<file path="src/bcle_pkg.sv">
`timescale 1ns / 1ps
// Shared types and codes for the bounded circular list engine.
// Has no dependencies; the engine and its testbench refer to it by scoped names.
package bcle_pkg;

    typedef enum logic [2:0] {
        OP_INS_START = 3'd0,
        OP_INS_END   = 3'd1,
        OP_INS_POS   = 3'd2,
        OP_DEL_START = 3'd3,
        OP_DEL_END   = 3'd4,
        OP_DEL_POS   = 3'd5,
        OP_READ_OUT  = 3'd6
    } t_op;

    typedef enum logic [1:0] {
        ST_OK     = 2'd0,
        ST_EMPTY  = 2'd1,
        ST_BADPOS = 2'd2,
        ST_FULL   = 2'd3
    } t_status;

    typedef struct packed {
        t_op                op;
        logic        [7:0]  position;
        logic signed [31:0] value;
    } t_req;

    typedef struct packed {
        t_status            status;
        logic signed [31:0] element;
        logic               last;
        logic        [4:0]  length;
    } t_rsp;

endpackage

</file>
<file path="src/bcle_ram.sv">
`timescale 1ns / 1ps
// Generic simple dual-port RAM: one write port and one read port with registered read data.
// No dependencies.
module bcle_ram #(
    parameter int WIDTH = 32,
    parameter int DEPTH = 16
) (
    input  logic                     i_clk,
    input  logic                     i_we,
    input  logic [$clog2(DEPTH)-1:0] i_waddr,
    input  logic [WIDTH-1:0]         i_wdata,
    input  logic                     i_re,
    input  logic [$clog2(DEPTH)-1:0] i_raddr,
    output logic [WIDTH-1:0]         o_rdata
);

    logic [WIDTH-1:0] r_mem [DEPTH];
    logic [WIDTH-1:0] r_rdata;

    always_ff @(posedge i_clk) begin
        if (i_we) begin
            r_mem[i_waddr] <= i_wdata;
        end
        if (i_re) begin
            r_rdata <= r_mem[i_raddr];
        end
    end

    assign o_rdata = r_rdata;

endmodule

</file>
<file path="src/bounded_circular_list_engine.sv">
`timescale 1ns / 1ps
// Top level of the bounded circular list engine: sequencer, list registers and two node RAMs.
// Depends on bcle_pkg and bcle_ram.
//
// Requests enter on i_req with i_req_valid; o_req_stall is high while a request is in work.
// Results leave through an output register on o_rsp with o_rsp_valid; i_rsp_stall holds them.
// Each request gives one result, except a read-out of a non-empty list, which gives one result
// per element in list order with last set on the final one.
// The list is a circular chain in the link RAM; each request walks it from the head through the
// single read port of that RAM, one node per cycle. An insert or a delete walks at most the list
// length plus one nodes, then writes the links and loads its result into the output register;
// reusing a freed entry first pops it off the free chain. Inserting into an empty list or
// deleting its only node skips the walk, and a request answered at once with a status goes
// straight to its result. A read-out delivers one element per cycle while the receiver does
// not stall. Freed entries form a free chain through the same RAM, and never-used entries are
// handed out by a fill count, so reset needs no clearing pass. Reset empties the list at once.
// While the receiver stalls, the finished result stays in the output register; a read-out
// pauses in place and the next request is taken once the last result of the current one sits
// in the output register.
module bounded_circular_list_engine #(
    parameter int DEPTH      = 16,
    parameter int DATA_WIDTH = 32
) (
    input  logic            i_clk,
    input  logic            i_rst_n,
    input  logic            i_req_valid,
    output logic            o_req_stall,
    input  bcle_pkg::t_req  i_req,
    output logic            o_rsp_valid,
    input  logic            i_rsp_stall,
    output bcle_pkg::t_rsp  o_rsp
);

    localparam int AW = $clog2(DEPTH);
    localparam int LW = $clog2(DEPTH + 1);
    localparam int CW = LW + 1;
    localparam int MW = ((LW > 8) ? LW : 8) + 1;

    typedef enum logic [7:0] {
        S_IDLE  = 8'b0000_0001,
        S_POP   = 8'b0000_0010,
        S_POPD  = 8'b0000_0100,
        S_WALK  = 8'b0000_1000,
        S_FIX1  = 8'b0001_0000,
        S_FIX2  = 8'b0010_0000,
        S_RDOUT = 8'b0100_0000,
        S_RESP  = 8'b1000_0000
    } t_state;

    t_state            r_state, n_state;
    logic [AW-1:0]     r_head, n_head;
    logic [LW-1:0]     r_len, n_len;
    logic [LW-1:0]     r_fill, n_fill;
    logic [AW-1:0]     r_free_head, n_free_head;
    logic [CW-1:0]     r_cnt, n_cnt;
    logic              r_is_ins, n_is_ins;
    logic              r_kzero, n_kzero;
    logic              r_single, n_single;
    logic              r_use_rdata, n_use_rdata;
    logic [AW-1:0]     r_p, n_p;
    logic [AW-1:0]     r_pp, n_pp;
    logic [AW-1:0]     r_new, n_new;
    bcle_pkg::t_status r_status, n_status;
    logic [DATA_WIDTH-1:0] r_value;
    logic              r_out_valid, n_out_valid;
    bcle_pkg::t_rsp    r_out;

    logic                  nx_we, nx_re, dt_we, dt_re;
    logic [AW-1:0]         nx_waddr, nx_wdata, nx_raddr, dt_raddr;
    logic [AW-1:0]         nx_rdata;
    logic [DATA_WIDTH-1:0] dt_rdata;

    logic                  acc, out_free, ld;
    bcle_pkg::t_rsp        ld_rsp;
    logic                  is_ins_op, bad_pos, full, empty, free_avail;
    logic [MW-1:0]         pos_w, len_w, pm1;
    logic [LW-1:0]         k_idx, t_idx;
    logic [CW-1:0]         walk_cnt;
    logic [AW-1:0]         cur;
    logic signed [63:0]    v_ext;
    logic [63:0]           d_ext;
    logic [31:0]           len_ext;

    bcle_ram #(.WIDTH(AW), .DEPTH(DEPTH)) u_next_ram (
        .i_clk   (i_clk),
        .i_we    (nx_we),
        .i_waddr (nx_waddr),
        .i_wdata (nx_wdata),
        .i_re    (nx_re),
        .i_raddr (nx_raddr),
        .o_rdata (nx_rdata)
    );

    bcle_ram #(.WIDTH(DATA_WIDTH), .DEPTH(DEPTH)) u_data_ram (
        .i_clk   (i_clk),
        .i_we    (dt_we),
        .i_waddr (r_new),
        .i_wdata (r_value),
        .i_re    (dt_re),
        .i_raddr (dt_raddr),
        .o_rdata (dt_rdata)
    );

    assign o_req_stall = (r_state != S_IDLE);
    assign acc         = i_req_valid && !o_req_stall;
    assign out_free    = !r_out_valid || !i_rsp_stall;

    assign is_ins_op  = (i_req.op == bcle_pkg::OP_INS_START) ||
                        (i_req.op == bcle_pkg::OP_INS_END) ||
                        (i_req.op == bcle_pkg::OP_INS_POS);
    assign full       = (r_len == LW'(DEPTH));
    assign empty      = (r_len == '0);
    assign free_avail = (r_fill != r_len);
    assign pos_w      = MW'(i_req.position);
    assign len_w      = MW'(r_len);
    assign pm1        = pos_w - MW'(1);
    assign bad_pos    = (pos_w == '0) || (pos_w > len_w);

    always_comb begin
        case (i_req.op)
            bcle_pkg::OP_INS_END: k_idx = r_len;
            bcle_pkg::OP_INS_POS: begin
                if (pos_w <= MW'(1)) begin
                    k_idx = '0;
                end else if (pm1 > len_w) begin
                    k_idx = r_len;
                end else begin
                    k_idx = LW'(pm1);
                end
            end
            bcle_pkg::OP_DEL_END: k_idx = r_len - LW'(1);
            bcle_pkg::OP_DEL_POS: k_idx = LW'(pm1);
            default:              k_idx = '0;
        endcase
    end

    assign t_idx    = (k_idx == '0) ? (r_len - LW'(1)) : (k_idx - LW'(1));
    assign walk_cnt = CW'(t_idx) + (is_ins_op ? CW'(1) : CW'(2));
    assign cur      = r_use_rdata ? nx_rdata : r_head;
    assign v_ext    = 64'(i_req.value);
    assign d_ext    = 64'(dt_rdata);
    assign len_ext  = 32'(r_len);

    always_comb begin
        n_state     = r_state;
        n_head      = r_head;
        n_len       = r_len;
        n_fill      = r_fill;
        n_free_head = r_free_head;
        n_cnt       = r_cnt;
        n_is_ins    = r_is_ins;
        n_kzero     = r_kzero;
        n_single    = r_single;
        n_use_rdata = r_use_rdata;
        n_p         = r_p;
        n_pp        = r_pp;
        n_new       = r_new;
        n_status    = r_status;
        nx_we       = 1'b0;
        nx_waddr    = r_p;
        nx_wdata    = r_new;
        nx_re       = 1'b0;
        nx_raddr    = r_head;
        dt_we       = 1'b0;
        dt_re       = 1'b0;
        dt_raddr    = r_head;
        ld          = 1'b0;
        ld_rsp      = '0;

        unique case (r_state)
            S_IDLE: begin
                if (acc) begin
                    n_status    = bcle_pkg::ST_OK;
                    n_is_ins    = is_ins_op;
                    n_kzero     = (k_idx == '0);
                    n_cnt       = walk_cnt;
                    n_use_rdata = 1'b0;
                    unique case (i_req.op) inside
                        bcle_pkg::OP_INS_START, bcle_pkg::OP_INS_END,
                        bcle_pkg::OP_INS_POS: begin
                            n_single = empty;
                            if (full) begin
                                n_status = bcle_pkg::ST_FULL;
                                n_state  = S_RESP;
                            end else if (free_avail) begin
                                n_new   = r_free_head;
                                n_state = S_POP;
                            end else begin
                                n_new   = AW'(r_fill);
                                n_fill  = r_fill + LW'(1);
                                n_state = empty ? S_FIX1 : S_WALK;
                            end
                        end
                        bcle_pkg::OP_DEL_START, bcle_pkg::OP_DEL_END,
                        bcle_pkg::OP_DEL_POS: begin
                            n_single = (r_len == LW'(1));
                            if (empty) begin
                                n_status = bcle_pkg::ST_EMPTY;
                                n_state  = S_RESP;
                            end else if (i_req.op == bcle_pkg::OP_DEL_POS && bad_pos) begin
                                n_status = bcle_pkg::ST_BADPOS;
                                n_state  = S_RESP;
                            end else begin
                                n_state = (r_len == LW'(1)) ? S_FIX1 : S_WALK;
                            end
                        end
                        bcle_pkg::OP_READ_OUT: begin
                            if (empty) begin
                                n_status = bcle_pkg::ST_EMPTY;
                                n_state  = S_RESP;
                            end else begin
                                nx_re   = 1'b1;
                                dt_re   = 1'b1;
                                n_cnt   = CW'(r_len);
                                n_state = S_RDOUT;
                            end
                        end
                        default: begin
                            n_state = S_RESP;
                        end
                    endcase
                end
            end
            S_POP: begin
                nx_re    = 1'b1;
                nx_raddr = r_free_head;
                n_state  = S_POPD;
            end
            S_POPD: begin
                n_free_head = nx_rdata;
                n_state     = r_single ? S_FIX1 : S_WALK;
            end
            S_WALK: begin
                nx_re       = 1'b1;
                nx_raddr    = cur;
                n_pp        = r_p;
                n_p         = cur;
                n_use_rdata = 1'b1;
                n_cnt       = r_cnt - CW'(1);
                if (r_cnt == CW'(1)) begin
                    n_state = S_FIX1;
                end
            end
            S_FIX1: begin
                nx_we = 1'b1;
                if (r_is_ins) begin
                    dt_we    = 1'b1;
                    nx_waddr = r_new;
                    if (r_single) begin
                        nx_wdata = r_new;
                        n_head   = r_new;
                        n_len    = r_len + LW'(1);
                        n_state  = S_RESP;
                    end else begin
                        nx_wdata = nx_rdata;
                        n_state  = S_FIX2;
                    end
                end else if (r_single) begin
                    nx_waddr    = r_head;
                    nx_wdata    = r_free_head;
                    n_free_head = r_head;
                    n_len       = '0;
                    n_state     = S_RESP;
                end else begin
                    nx_waddr = r_pp;
                    nx_wdata = nx_rdata;
                    if (r_kzero) begin
                        n_head = nx_rdata;
                    end
                    n_state = S_FIX2;
                end
            end
            S_FIX2: begin
                nx_we    = 1'b1;
                nx_waddr = r_p;
                if (r_is_ins) begin
                    nx_wdata = r_new;
                    if (r_kzero) begin
                        n_head = r_new;
                    end
                    n_len = r_len + LW'(1);
                end else begin
                    nx_wdata    = r_free_head;
                    n_free_head = r_p;
                    n_len       = r_len - LW'(1);
                end
                n_state = S_RESP;
            end
            S_RDOUT: begin
                if (out_free) begin
                    ld             = 1'b1;
                    ld_rsp.status  = bcle_pkg::ST_OK;
                    ld_rsp.element = d_ext[31:0];
                    ld_rsp.last    = (r_cnt == CW'(1));
                    ld_rsp.length  = len_ext[4:0];
                    if (r_cnt == CW'(1)) begin
                        n_state = S_IDLE;
                    end else begin
                        nx_re    = 1'b1;
                        dt_re    = 1'b1;
                        nx_raddr = nx_rdata;
                        dt_raddr = nx_rdata;
                        n_cnt    = r_cnt - CW'(1);
                    end
                end
            end
            S_RESP: begin
                if (out_free) begin
                    ld            = 1'b1;
                    ld_rsp.status = r_status;
                    ld_rsp.last   = 1'b1;
                    ld_rsp.length = len_ext[4:0];
                    n_state       = S_IDLE;
                end
            end
            default: begin
                n_state = S_IDLE;
            end
        endcase
    end

    assign n_out_valid = ld || (r_out_valid && i_rsp_stall);

    always_ff @(posedge i_clk) begin
        if (!i_rst_n) begin
            r_state     <= S_IDLE;
            r_head      <= '0;
            r_len       <= '0;
            r_fill      <= '0;
            r_free_head <= '0;
            r_cnt       <= '0;
            r_is_ins    <= 1'b0;
            r_kzero     <= 1'b0;
            r_single    <= 1'b0;
            r_use_rdata <= 1'b0;
            r_p         <= '0;
            r_pp        <= '0;
            r_new       <= '0;
            r_status    <= bcle_pkg::ST_OK;
            r_out_valid <= 1'b0;
        end else begin
            r_state     <= n_state;
            r_head      <= n_head;
            r_len       <= n_len;
            r_fill      <= n_fill;
            r_free_head <= n_free_head;
            r_cnt       <= n_cnt;
            r_is_ins    <= n_is_ins;
            r_kzero     <= n_kzero;
            r_single    <= n_single;
            r_use_rdata <= n_use_rdata;
            r_p         <= n_p;
            r_pp        <= n_pp;
            r_new       <= n_new;
            r_status    <= n_status;
            r_out_valid <= n_out_valid;
        end
    end

    always_ff @(posedge i_clk) begin
        if (acc) begin
            r_value <= v_ext[DATA_WIDTH-1:0];
        end
        if (ld) begin
            r_out <= ld_rsp;
        end
    end

    assign o_rsp_valid = r_out_valid;
    assign o_rsp       = r_out;

`ifndef ASSERT_OFF
    a_len_bound: assert property (@(posedge i_clk) disable iff (!i_rst_n)
        r_len <= LW'(DEPTH))
        else $error("List length exceeds the node store depth.");

    a_fill_covers_len: assert property (@(posedge i_clk) disable iff (!i_rst_n)
        r_fill >= r_len)
        else $error("Fill count fell below the list length.");

    a_busy_after_request: assert property (@(posedge i_clk) disable iff (!i_rst_n)
        acc |=> o_req_stall)
        else $error("A new request was taken before the previous one started.");

    a_readout_holds_link: assert property (@(posedge i_clk) disable iff (!i_rst_n)
        (r_state == S_RDOUT && !out_free) |=> $stable(nx_rdata))
        else $error("Read-out lost its place while the receiver stalled.");
`endif

endmodule

</file>
<file path="config.mk">
export PLATFORM = sky130hd
export DESIGN_NAME = bounded_circular_list_engine
export DESIGN_NICKNAME = d
export VERILOG_FILES = /design/src/bcle_pkg.sv /design/src/bcle_ram.sv /design/src/bounded_circular_list_engine.sv
export SDC_FILE = /design/constraint.sdc
export NUM_CORES = 1
export LEC_CHECK = 0
export BUFFER_PORTS_ARGS = -buffer_cell sky130_fd_sc_hd__clkbuf_2
export CAP_MARGIN = 25
export CORE_MARGIN = 1
export CORE_UTILIZATION = 50
export DETAILED_ROUTE_END_ITERATION = 7
export GPL_TIMING_DRIVEN = 0
export PLACE_DENSITY = 0.69
export SLEW_MARGIN = 20
export SYNTH_ARGS = -nofsm -noshare
export SYNTH_HDL_FRONTEND = slang
export SYNTH_SLANG_ARGS = --single-unit
</file>
<file path="constraint.sdc">
create_clock -name i_clk -period 4 [get_ports i_clk]
set_input_delay 0.2 -clock i_clk [delete_from_list [all_inputs] [get_ports i_clk]]
set_output_delay 0.2 -clock i_clk [all_outputs]
set_load 0.03 [all_outputs]
</file>
==> run_summary.xml <==
<?xml version="1.0" encoding="UTF-8"?>
<metrics>
  <group name="outcome">
    <metric name="status" unit="">finished, final reports clean</metric>
  </group>
  <group name="critical_path">
    <metric name="critPathCaptureType" unit="">flop</metric>
    <metric name="crit_arrival" unit="ns">4.39</metric>
    <metric name="critical_path.reg2reg.endpoint" unit="">r_cnt[1]</metric>
    <metric name="critical_path_type" unit="">reg -&gt; reg</metric>
    <metric name="critical_path.reg2reg.startpoint" unit="">r_len[1]</metric>
    <metric name="cp_max_fo" unit="">4</metric>
    <metric name="critical_path_required" unit="ns">4.49</metric>
    <metric name="setup.worst_path.start" unit="">r_len[1]</metric>
    <metric name="worstSetupEndpoint" unit="">r_cnt[1]</metric>
    <metric name="worst_setup_path_start_kind" unit="">flop</metric>
    <metric name="setup.reg_to_reg.worst_slack" unit="ns">0.10</metric>
    <metric name="ff2ff_path_depth" unit="">19</metric>
  </group>
  <group name="routing">
    <metric name="detailroute.via_count" unit="">16673</metric>
    <metric name="final_antenna_net_count" unit="">0</metric>
    <metric name="route.detailed.wl_per_inst" unit="µm">24.6</metric>
    <metric name="met3_wirelength" unit="µm">4280</metric>
    <metric name="first_iter_violations" unit="">1496</metric>
    <metric name="met1_length" unit="µm">28300</metric>
    <metric name="drc_errors" unit="">0</metric>
    <metric name="routed_wirelength" unit="µm">69000</metric>
    <metric name="vias_per_cell" unit="">5.93</metric>
    <metric name="top_layer" unit="">met4</metric>
    <metric name="detailroute.wirelength.met2" unit="µm">34400</metric>
    <metric name="drt_pass1_iterations" unit="">5</metric>
  </group>
  <group name="clock_network">
    <metric name="cts-root-to-sink-buffers" unit="">3</metric>
    <metric name="tritoncts_num_sinks" unit="">735</metric>
    <metric name="cts.reportedPaths.clkPinSlew" unit="ns">0.06</metric>
    <metric name="clk_latency" unit="ns">0.62</metric>
    <metric name="cts_tree" unit="">yes</metric>
    <metric name="clk_root_buffer_cell" unit="">sky130_fd_sc_hd__clkbuf_16</metric>
    <metric name="cts_made_buffers" unit="">74</metric>
    <metric name="h_tree_levels" unit="">3</metric>
  </group>
  <group name="yosys">
    <metric name="synth_cells" unit="">1739</metric>
    <metric name="ys_async_sr_fraction" unit="">0</metric>
    <metric name="ys_seq_elements" unit="">735</metric>
    <metric name="synthDistinctLibCells" unit="">70</metric>
    <metric name="synth_top_cells_by_area" unit="">sky130_fd_sc_hd__edfxtp_1, sky130_fd_sc_hd__mux4_2, sky130_fd_sc_hd__dfxtp_1</metric>
    <metric name="most_instantiated_flip_flop_cell_in_the_synthesis_netlist" unit="">sky130_fd_sc_hd__edfxtp_1</metric>
    <metric name="cell_area_after_synthesis" unit="mm²">0.0299</metric>
    <metric name="yosysSeqAreaShare" unit="">0.721</metric>
    <metric name="post_synthesis_net_count" unit="">1809</metric>
    <metric name="synth_largest_type_area_fraction" unit="">0.687</metric>
    <metric name="synth_enable_flop_cells" unit="">684</metric>
    <metric name="yosys.area.top_type" unit="">sky130_fd_sc_hd__edfxtp_1</metric>
    <metric name="postSynthAreaPerCell" unit="µm²">17.2</metric>
    <metric name="synth_warnings" unit="">0</metric>
  </group>
  <group name="sta">
    <metric name="slew_headroom" unit="">0.382</metric>
    <metric name="tightest_slew" unit="ns">0.926</metric>
    <metric name="final_hold_viol_count" unit="">0</metric>
    <metric name="post_route_fraction_of_the_period_consumed_by_the_critical_path" unit="">0.974</metric>
    <metric name="timing.final.crit_period" unit="ns">3.90</metric>
    <metric name="total_negative_slack" unit="ns">0</metric>
    <metric name="whs" unit="ns">0.0630</metric>
    <metric name="unrepaired_setup_endpoints_after_global_routing" unit="">true</metric>
    <metric name="finalSetupViolations" unit="">0</metric>
    <metric name="fmaxAchievable" unit="MHz">257</metric>
    <metric name="slew_violations" unit="">0</metric>
    <metric name="clock_skew_after_layout" unit="ns">0.0315</metric>
  </group>
  <group name="final_layout">
    <metric name="leading_cell_types_in_the_layout_fill_and_taps_excluded" unit="">sky130_fd_sc_hd__edfxtp_1, sky130_fd_sc_hd__nand2_1, sky130_fd_sc_hd__mux4_2</metric>
    <metric name="mostFrequentLayoutCell" unit="">sky130_fd_sc_hd__edfxtp_1</metric>
    <metric name="nFillCells" unit="">4352</metric>
    <metric name="areaGrowthSynthToFinish" unit="%">17.8</metric>
    <metric name="antenna_fix_cells" unit="">0</metric>
    <metric name="share_of_final_layout_standard_cells_stronger_than_drive_strength_1" unit="">0.246</metric>
    <metric name="layoutNonFillerInstCount" unit="">2811</metric>
    <metric name="nets" unit="">2052</metric>
  </group>
  <group name="placed_design">
    <metric name="numPortBuffers" unit="">86</metric>
    <metric name="placedCellCount" unit="">2627</metric>
    <metric name="gp_congestion" unit="">0.892</metric>
    <metric name="place_hpwl" unit="µm">44800</metric>
  </group>
  <group name="power_and_ir_drop">
    <metric name="power.leakage" unit="nW">11.8</metric>
    <metric name="power" unit="mW">17.2</metric>
    <metric name="vdd_ir_drop_max" unit="mV">0.381</metric>
    <metric name="p_per_area" unit="mW/mm²">489</metric>
  </group>
  <group name="grt">
    <metric name="globalRoute.totalOverflow" unit="">0</metric>
    <metric name="grt_pass1_wl" unit="µm">103000</metric>
    <metric name="gr-usage-all-layers" unit="">0.233</metric>
    <metric name="grt_pass1_vias" unit="">16810</metric>
    <metric name="antenna_violations_before_repair" unit="">0</metric>
    <metric name="largest_net_degree_at_the_start_of_global_routing" unit="">41</metric>
  </group>
  <group name="worst_hold_path">
    <metric name="hold_path_depth" unit="">4</metric>
    <metric name="holdCritPathClass" unit="">in -&gt; reg</metric>
  </group>
  <group name="run">
    <metric name="drv_cap" unit="">0</metric>
  </group>
  <group name="die">
    <metric name="total_die_area" unit="mm²">0.0608</metric>
    <metric name="rows" unit="">89</metric>
    <metric name="ios" unit="">89</metric>
    <metric name="core_footprint" unit="mm²">0.0590</metric>
    <metric name="die_w" unit="µm">247</metric>
    <metric name="floorplan.initialDensity" unit="">0.507</metric>
    <metric name="vert_die_dim" unit="µm">247</metric>
  </group>
</metrics>
==> where the power goes <==
part | total, mW | internal [mW] | switching [mW]
clock network | 6.94 | 4.04 | 2.90
logic | 1.05 | 0.339 | 0.713
registers | 9.23 | 8.89 | 0.339
==> synthesized netlist by cell type, types with 25 or more instances <==
cell type and count:
sky130_fd_sc_hd__nor3_1 25, sky130_fd_sc_hd__a211oi_1 30, sky130_fd_sc_hd__inv_1 26, sky130_fd_sc_hd__nor2_1 73
sky130_fd_sc_hd__nand2_1 157, sky130_fd_sc_hd__edfxtp_1 684, sky130_fd_sc_hd__o21ai_0 36, sky130_fd_sc_hd__a31oi_1 40
sky130_fd_sc_hd__mux2i_1 31, sky130_fd_sc_hd__clkbuf_1 51, sky130_fd_sc_hd__and2_1 80, sky130_fd_sc_hd__dfxtp_1 51
sky130_fd_sc_hd__mux4_2 144, sky130_fd_sc_hd__a21oi_1 41
==> per-layer routing <==
layer,GRT usage,vias up
met5,0,-
met3,0.0407,126
met1,0.312,8572
met2,0.384,598
li1,-,7377
met4,0.0842,0
==> state kept, by name (all words and copies together) (netlist names), 5 cells and up <==
signal	count
r_value	32
r_cnt	6
u_next_ram.r_mem	64
o_rsp	40
r_state	8
u_data_ram.o_rdata	32
u_data_ram.r_mem	512
r_fill	5
r_len	5
==> worst min path at each step <==
stage                 from     endpoint  slack (ns)
2_1_floorplan     i_req[0]   r_value[0]        0.30
3_3_place_gp     i_req[13]  r_value[13]        0.38
3_5_place_dp     i_req[26]  r_value[26]        0.38
4_1_cts        i_req_valid   r_state[3]        0.03
5_1_grt        i_req_valid   r_state[3]        0.05
6_report       i_req_valid   r_state[3]        0.06
==> per-stage QoR <==
stage               area [µm²]  setup WS [ns]   util
floorplan                29900         0.0120      -
global placement         31300          -1.44  0.531
detailed placement       32000         -0.954  0.543
CTS                      35000        0.00396  0.593
global route             35200        -0.0509  0.597
finish                   35200          0.104  0.597
==> worst max-delay path, cell delays in order, from the launching register on <==
cell and delay, ns:
sky130_fd_sc_hd__dfxtp_4 0.36, sky130_fd_sc_hd__clkinvlp_4 0.13, sky130_fd_sc_hd__ha_4 0.30, sky130_fd_sc_hd__nand3_4 0.09, sky130_fd_sc_hd__o221a_4 0.31, sky130_fd_sc_hd__o221ai_4 0.23
sky130_fd_sc_hd__o21ai_1 0.09, sky130_fd_sc_hd__a31o_2 0.29, sky130_fd_sc_hd__inv_2 0.07, sky130_fd_sc_hd__ha_4 0.13, sky130_fd_sc_hd__o211a_1 0.15, sky130_fd_sc_hd__nand3b_1 0.17
sky130_fd_sc_hd__mux2i_1 0.23, sky130_fd_sc_hd__ha_2 0.22, sky130_fd_sc_hd__inv_2 0.04, sky130_fd_sc_hd__fa_2 0.53, sky130_fd_sc_hd__nand2_2 0.05, sky130_fd_sc_hd__o211ai_1 0.12
sky130_fd_sc_hd__o211ai_1 0.12, sky130_fd_sc_hd__o211a_1 0.13
==> kinds of logic after synthesis <==
kind of cell / after synthesis / synth area share
mux: 180 / 0.121
simple gates: 413 / 0.0679
buf+inv: 119 / 0.0180
fa+ha+maj: 23 / 0.00987
compound gates: 245 / 0.0559
flops: 735 / 0.721
xor+xnor: 24 / 0.00703
==> repair_timing <==
action / 4_1_cts / 5_1_grt
resized for setup: 32 / 54
hold buffers: 34 / 0
pin swaps: 2 / 15
setup buffers: 10 / 12
endpoints found under the setup margin: 30 / 69
cloned: 0 / 0
endpoints found under the hold margin: 34 / 0
==> area by class of cell <==
| cell class | instances | area [µm²] | share of cell area |
|---|---|---|---|
| buffer | 87 | 458 | 0.0130 |
| sequential | 735 | 21600 | 0.612 |
| clock inverter | 47 | 515 | 0.0146 |
| multi-input combinational | 885 | 8170 | 0.232 |
| clock buffer | 85 | 1910 | 0.0543 |
| tap | 773 | 967 | 0.0274 |
| inverter | 28 | 128 | 0.00362 |
| timing repair buffer | 171 | 1520 | 0.0431 |
(Power assumes the default switching activity.)
